==> src/rtl/core/lbbc_pkg.sv <==
// Package for the LED blink and breathe controller: beat types, codes and constants.
package lbbc_pkg;

  // Command codes carried in the func field.
  localparam logic [2:0] FUNC_TICK       = 3'd0;
  localparam logic [2:0] FUNC_SET_ONOFF  = 3'd1;
  localparam logic [2:0] FUNC_SET_BRIGHT = 3'd2;
  localparam logic [2:0] FUNC_BLINK      = 3'd3;
  localparam logic [2:0] FUNC_FADE       = 3'd4;

  // Drive levels and pattern constants.
  localparam logic [7:0]  FULL_LEVEL       = 8'd255;
  localparam logic [7:0]  ZERO_LEVEL       = 8'd0;
  localparam logic [31:0] BLINK_MIN_PERIOD = 32'd200;

  // The fade step test compares 255 * (tick_count + 2) with period / 2; the
  // running product is held in 40 bits.
  localparam int          FADE_ACC_W     = 40;
  localparam int          INTERVAL_W     = 31;
  localparam logic [FADE_ACC_W-1:0] FADE_ACC_START = FADE_ACC_W'(510);
  localparam logic [FADE_ACC_W-1:0] FADE_ACC_STEP  = FADE_ACC_W'(255);

  // Pattern mode.
  typedef enum logic [1:0] {
    MODE_IDLE  = 2'd0,
    MODE_BLINK = 2'd1,
    MODE_FADE  = 2'd2
  } mode_t;

  // One command beat.
  typedef struct packed {
    logic [2:0]  func;
    logic [7:0]  value;
    logic [31:0] span_ms;
    logic        repeat_mode;
  } cmd_t;

  // One result beat.
  typedef struct packed {
    logic [7:0] duty_level;
    logic       accepted;
    logic       pattern_running;
  } res_t;

endpackage

==> src/rtl/core/led_blink_breathe_controller_top.sv <==
// Top level of the LED blink and breathe controller.
//
// Each command beat (a 1 ms tick, set on/off, set brightness, blink or fade)
// is processed and yields exactly one result beat holding
// the LED drive level, whether the command succeeded and whether a pattern is
// still running. A new command is taken every cycle; results leave through an
// output register backed by a one-beat skid register, so the command side
// stalls only when both hold beats that the result side has not yet taken.
// The has_linear register is written through the cfg channel, which is always
// ready. The fade step time, period / 510 ticks, is tracked by a running
// multiple of 255 compared with period / 2, so no divider is needed.
module led_blink_breathe_controller_top
  import lbbc_pkg::*;
(
  input  logic clk,
  input  logic rst,
  input  logic cmd_valid,
  output logic cmd_ready,
  input  cmd_t cmd,
  output logic res_valid,
  input  logic res_ready,
  output res_t res,
  input  logic cfg_valid,
  output logic cfg_ready,
  input  logic cfg_data
);

  // Pattern state.
  logic                  has_linear;
  mode_t                 pattern_mode,  pattern_mode_next;
  logic                  blink_phase_on, blink_phase_on_next;
  logic [7:0]            drive_level,   drive_level_next;
  logic                  ramp_falling,  ramp_falling_next;
  logic                  repeat_flag,   repeat_flag_next;
  logic [INTERVAL_W-1:0] step_interval, step_interval_next;
  logic [INTERVAL_W-1:0] tick_count,    tick_count_next;
  logic [FADE_ACC_W-1:0] fade_acc,      fade_acc_next;
  logic                  ok;

  // Output register and skid register.
  logic skid_valid;
  res_t skid;
  res_t res_new;

  logic                  accept;
  logic [31:0]           blink_period;
  logic [INTERVAL_W-1:0] tick_inc;
  logic                  step_due;

  assign cfg_ready = 1'b1;
  assign cmd_ready = !skid_valid;
  assign accept    = cmd_valid && cmd_ready;

  // Configuration register.
  always_ff @(posedge clk) begin
    if (rst) begin
      has_linear <= 1'b0;
    end else if (cfg_valid) begin
      has_linear <= cfg_data;
    end
  end

  // Blink half period and tick timing.
  assign blink_period = (cmd.span_ms < BLINK_MIN_PERIOD) ? BLINK_MIN_PERIOD : cmd.span_ms;
  assign tick_inc     = tick_count + INTERVAL_W'(1);
  assign step_due     = (pattern_mode == MODE_BLINK) ? (tick_inc >= step_interval)
                                                     : (fade_acc > FADE_ACC_W'(step_interval));

  // Next pattern state for the command beat.
  always_comb begin
    pattern_mode_next   = pattern_mode;
    blink_phase_on_next = blink_phase_on;
    drive_level_next    = drive_level;
    ramp_falling_next   = ramp_falling;
    repeat_flag_next    = repeat_flag;
    step_interval_next  = step_interval;
    tick_count_next     = tick_count;
    fade_acc_next       = fade_acc;
    ok                  = 1'b0;
    case (cmd.func)
      FUNC_TICK: begin
        ok = 1'b1;
        if (pattern_mode != MODE_IDLE) begin
          if (!step_due) begin
            tick_count_next = tick_inc;
            fade_acc_next   = fade_acc + FADE_ACC_STEP;
          end else begin
            tick_count_next = '0;
            fade_acc_next   = FADE_ACC_START;
            if (pattern_mode == MODE_BLINK) begin
              // Blink toggles; a one-shot blink ends on its first off phase.
              blink_phase_on_next = !blink_phase_on;
              drive_level_next    = blink_phase_on ? ZERO_LEVEL : FULL_LEVEL;
              if (!repeat_flag && blink_phase_on) begin
                pattern_mode_next = MODE_IDLE;
              end
            end else if (!has_linear) begin
              // Linear drive withdrawn during a fade ends it where it stands.
              pattern_mode_next = MODE_IDLE;
            end else if (!ramp_falling) begin
              if (drive_level >= 8'd254) begin
                drive_level_next  = FULL_LEVEL;
                ramp_falling_next = 1'b1;
              end else begin
                drive_level_next = drive_level + 8'd1;
              end
            end else begin
              if (drive_level <= 8'd1) begin
                drive_level_next = ZERO_LEVEL;
                if (!repeat_flag) begin
                  pattern_mode_next = MODE_IDLE;
                end else begin
                  ramp_falling_next = 1'b0;
                end
              end else begin
                drive_level_next = drive_level - 8'd1;
              end
            end
          end
        end
      end
      FUNC_SET_ONOFF: begin
        ok                = 1'b1;
        pattern_mode_next = MODE_IDLE;
        drive_level_next  = (cmd.value != ZERO_LEVEL) ? FULL_LEVEL : ZERO_LEVEL;
      end
      FUNC_SET_BRIGHT: begin
        pattern_mode_next = MODE_IDLE;
        if (has_linear || cmd.value == ZERO_LEVEL || cmd.value == FULL_LEVEL) begin
          drive_level_next = cmd.value;
          ok               = 1'b1;
        end
      end
      FUNC_BLINK, FUNC_FADE: begin
        if (cmd.span_ms != 32'd0) begin
          ok               = 1'b1;
          repeat_flag_next = cmd.repeat_mode;
          tick_count_next  = '0;
          fade_acc_next    = FADE_ACC_START;
          if (cmd.func == FUNC_FADE && has_linear) begin
            // Fade keeps period / 2; the step test divides it by 255.
            pattern_mode_next  = MODE_FADE;
            drive_level_next   = ZERO_LEVEL;
            ramp_falling_next  = 1'b0;
            step_interval_next = cmd.span_ms[31:1];
          end else begin
            pattern_mode_next   = MODE_BLINK;
            blink_phase_on_next = 1'b1;
            drive_level_next    = FULL_LEVEL;
            step_interval_next  = blink_period[31:1];
          end
        end
      end
      default: begin
        ok = 1'b0;
      end
    endcase
  end

  // Result beat built from the state after the command.
  always_comb begin
    res_new.duty_level      = drive_level_next;
    res_new.accepted        = ok;
    res_new.pattern_running = (pattern_mode_next != MODE_IDLE);
  end

  // Pattern state registers.
  always_ff @(posedge clk) begin
    if (rst) begin
      pattern_mode   <= MODE_IDLE;
      blink_phase_on <= 1'b0;
      drive_level    <= ZERO_LEVEL;
      ramp_falling   <= 1'b0;
      repeat_flag    <= 1'b0;
      step_interval  <= '0;
      tick_count     <= '0;
      fade_acc       <= FADE_ACC_START;
    end else if (accept) begin
      pattern_mode   <= pattern_mode_next;
      blink_phase_on <= blink_phase_on_next;
      drive_level    <= drive_level_next;
      ramp_falling   <= ramp_falling_next;
      repeat_flag    <= repeat_flag_next;
      step_interval  <= step_interval_next;
      tick_count     <= tick_count_next;
      fade_acc       <= fade_acc_next;
    end
  end

  // Output register with a one-beat skid behind it.
  always_ff @(posedge clk) begin
    if (rst) begin
      res_valid  <= 1'b0;
      skid_valid <= 1'b0;
    end else if (res_ready || !res_valid) begin
      if (skid_valid) begin
        res_valid  <= 1'b1;
        skid_valid <= 1'b0;
      end else begin
        res_valid <= accept;
      end
    end else if (accept) begin
      skid_valid <= 1'b1;
    end
  end

  // Output and skid payload.
  always_ff @(posedge clk) begin
    if (res_ready || !res_valid) begin
      if (skid_valid) begin
        res <= skid;
      end else if (accept) begin
        res <= res_new;
      end
    end else if (accept) begin
      skid <= res_new;
    end
  end

endmodule
==> config.mk <==
export PLATFORM = sky130hd
export DESIGN_NAME = led_blink_breathe_controller_top
export DESIGN_NICKNAME = d
export VERILOG_FILES = /design/src/rtl/core/lbbc_pkg.sv /design/src/rtl/core/led_blink_breathe_controller_top.sv
export SDC_FILE = /design/constraint.sdc
export NUM_CORES = 1
export LEC_CHECK = 0
export ABC_AREA = 1
export BUFFER_PORTS_ARGS = -buffer_cell sky130_fd_sc_hd__buf_4
export CAP_MARGIN = 0
export CORE_MARGIN = 2
export CORE_UTILIZATION = 50
export CTS_BUF_LIST = sky130_fd_sc_hd__clkbuf_16
export DETAILED_ROUTE_END_ITERATION = 16
export GPL_TIMING_DRIVEN = 0
export PLACE_DENSITY_LB_ADDON = 0.08
export SETUP_SLACK_MARGIN = 0.4
export SLEW_MARGIN = 10
export SYNTH_ARGS = -nofsm -noshare
export SYNTH_HDL_FRONTEND = slang
export SYNTH_SLANG_ARGS = --single-unit
==> constraint.sdc <==
create_clock -name clk -period 4.2 [get_ports clk]
set_clock_uncertainty 0.05 [all_clocks]
set_input_delay 0.42 -clock clk [delete_from_list [all_inputs] [get_ports clk]]
set_output_delay 0.42 -clock clk [all_outputs]
set_load 0.02 [all_outputs]
==> results.yml <==
global_route:
  grt_max_degree: 18
  grt_use_total_pct: 27.1
  grt-ovfl-total: 0
  grt_pass1_vias: 8821
  antenna_found_initial: 0
  grt_pass1_wl_um: 43900
floorplanning:
  coreArea_mm2: 0.0189
  die_h_um: 143
  dieArea_mm2: 0.0206
  io-pin-count: 63
  initial_core_util_pct: 51.4
  rows: 50
  die_w_um: 143
run_status:
  outcome: "finished clean"
clock_tree:
  clkTransAtPathRegs_ns: 0.07
  worst_skew_pair.late_latency_ns: 0.44
  cts_max_path_buffers: 2
  htreeDepth: 4
  holdBufCountCts: 0
  cts_buffers: 17
  clockRootBuffer: "clkbuf_16"
  cts_tree: "yes"
  clock_sinks: 138
logic_synthesis:
  synth_area_mm2: 0.00971
  synth_seq_cells: 138
  syn_area_per_cell_um2: 6.83
  synth_compound_area_share_pct: 12.7
  synth_xor_area_share_pct: 5.13
  yosys.area_share.simple_pct: 32.8
  synth_cells: 1423
  ys.flop_type: "dfxtp_1"
  synth_async_sr_flop_share_pct: 0
  syn-num-nets: 1541
  yosys.cell_types.count: 54
  synth_fa_ha_area_share_pct: 8.76
  synth_edf_count: 20
  muxShareOfSynthArea_pct: 0
  synth_top_family_by_area: "simple AND/OR/NAND/NOR gates"
  yosysWarnings: 0
  yosysSeqAreaShare_pct: 30.5
detailed_routing:
  wl_per_cell_um: 15.6
  totalWireLength_um: 28200
  via_count: 9547
  vias_per_cell: 5.29
  antenna_left: 0
  drt_iter0_markers: 655
  drtPass1Iterations: 6
  drcViolationCount: 0
pwr:
  p_seq_share_pct: 38.0
  swShare_pct: 33.6
  comb_power_share_pct: 21.3
  powerDensity_mw_per_mm2: 313
  power_frac_clock_pct: 40.6
  p_int_w: 0.00250
  ir_worst_vdd_v: 0.000304
  switchingPower_w: 0.00126
  leakagePower_nw: 5.28
worst_setup_path:
  crit_slowest_cell: "dfxtp_4"
  crit_required_ns: 4.51
  cp-end-kind: "flop"
  crit_path_max_incr_delay_ns: 0.38
  critical_path.startpoint_type: "flop"
  critical_path_class: "reg -> reg"
  arrival_ns: 4.14
  ff2ff_path_depth: 28
  worstPathMaxFanout: 6
final_layout:
  layout-drive-gt1-share_pct: 19.4
  nFillCells: 1741
  regArea_mm2: 0.00299
  multi_input_area_mm2: 0.00630
  fin_nets: 1650
  instances_no_fill: 1805
  syn_to_final_growth_pct: 23.7
  diodes: 0
placed_design:
  port_buffers: 60
  place_inst: 1743
  hpwlAfterDp_um: 20800
  place.gp.congestion: 0.943
sta:
  timing.slew.headroom_pct: 40.8
  fin_crit_ns: 3.83
  finalMaxSlewViolations: 0
  setup_viol: 0
  timing.fmax_mhz: 261
  rsz0062_at_grt: "yes"
  whs_ns: 0.157
  fin_crit_sh_pct: 91.1
  hold_violations: 0
  worst_pin_slew_ns: 0.886
hold_path:
  whs_path_depth: 3
  hold_class: "in -> reg"
run:
  drv_cap: 0
## cell usage in the layout (no fill, tap or decap), types with 20 or more instances in the layout
| cell type | n |
|---|---|
| dfxtp_1 | 109 |
| inv_1 | 174 |
| nand2_2 | 20 |
| nor3_1 | 33 |
| nand3_1 | 75 |
| o21ai_0 | 62 |
| xor2_1 | 39 |
| a21oi_1 | 94 |
| edfxtp_1 | 20 |
| nand4_1 | 25 |
| ha_1 | 65 |
| buf_4 | 79 |
| nor2_4 | 22 |
| nor2_1 | 108 |
| nand2_1 | 344 |
## Yosys cell counts, drive strengths merged, types with 6 or more instances
cell	n	area (um^2)
nand2	376	1430
inv	182	683
nor2	147	651
dfxtp	118	2360
a21oi	109	564
nand3	88	475
o21ai	74	370
ha	68	851
nor3	43	246
xor2	41	367
nand4	28	194
buf	27	193
clkbuf	20	76.3
edfxtp	20	601
xnor2	15	131
nor4	14	106
a211oi	11	118
o211ai	10	75.1
clkinv	7	26.3
a21o	6	45.0
## power by group through the flow
stage | Combinational, W | Clock, W | Sequential (W)
2_1_floorplan | 0.000448 | 0 | 0.00147
3_3_place_gp | 0.000656 | 0 | 0.00146
3_5_place_dp | 0.000664 | 0 | 0.00146
4_1_cts | 0.000716 | 0.00154 | 0.00143
5_1_grt | 0.000890 | 0.00159 | 0.00144
6_report | 0.000804 | 0.00153 | 0.00143
## worst paths after layout
check | from | endpoint | slack [ns]
worst min-delay path | cfg_data | has_linear$_SDFFE_PP0P_ | 0.16
worst max register to register | tick_count[0]$_SDFFE_PP0P_ | drive_level[0]$_SDFFE_PP0P_ | 0.37
worst min register to register | tick_count[19]$_SDFFE_PP0P_ | tick_count[19]$_SDFFE_PP0P_ | 0.42
worst max-delay path | tick_count[0]$_SDFFE_PP0P_ | drive_level[0]$_SDFFE_PP0P_ | 0.37
## per-stage QoR
stage          cell area [um^2]  worst slack (ns)  setup TNS, ns  utilization [%]  total power [W]
6_report                  12000             0.375              0             63.6          0.00377
5_1_grt                   12000             0.138              0             63.6          0.00392
4_1_cts                   11400             0.284              0             60.6          0.00369
3_5_place_dp              10500          -0.00173       -0.00173             55.5          0.00213
3_3_place_gp              10500           -0.0122        -0.0122             55.5          0.00212
2_1_floorplan              9710             0.727              0                -          0.00192
## final cells by class
cell class              count  area share (%)
clock inverters            15            1.39
flip-flops and latches    138            24.8
repair buffers             89            6.45
well taps                 260            2.71
inverters                 189            6.07
clock buffers              17            3.54
plain buffers              47            2.53
multi-input cells        1050            52.5
## metal layers
| metal | track usage [%] | up-vias | wire length [um] |
|---|---|---|---|
| met4 | 6.09 | 0 | 342 |
| met5 | 0 | - | 0 |
| met2 | 45.6 | 206 | 13400 |
| met1 | 36.8 | 4452 | 13200 |
| li1 | - | 4868 | - |
| met3 | 4.07 | 21 | 1180 |
## worst max-delay path: cells and delay by family (launching register included)
family,cells,cell delay (ns)
fa+ha+maj,2,0.43
simple gates,20,2.10
compound gates,1,0.11
buf+inv,4,0.55
flops,1,0.38
xor+xnor,1,0.12
## cells by family (layout without fill, tap and decap cells)
family,Yosys count,count (layout)
simple gates,707,708
buf+inv,236,357
compound gates,217,217
flops,138,138
fa+ha+maj,68,68
xor+xnor,56,56
other cells,1,1
## what timing repair did
action,CTS,global route
resized for setup,57,114
setup buffers,15,8
setup endpoints to repair,101,101
gates cloned,4,3
hold endpoints to repair,0,0
pin swaps,22,66
## flip-flops by register name, indices dropped and copies added (netlist names)
name and count:
pattern_mode 2, has_linear 1, repeat_flag 1, res 10
fade_acc 40, skid_valid 1, res_valid 1, blink_phase_on 1
ramp_falling 1, drive_level 8, step_interval 31, skid 10
tick_count 31
No activity file was read; power rests on OpenSTA's default activity.
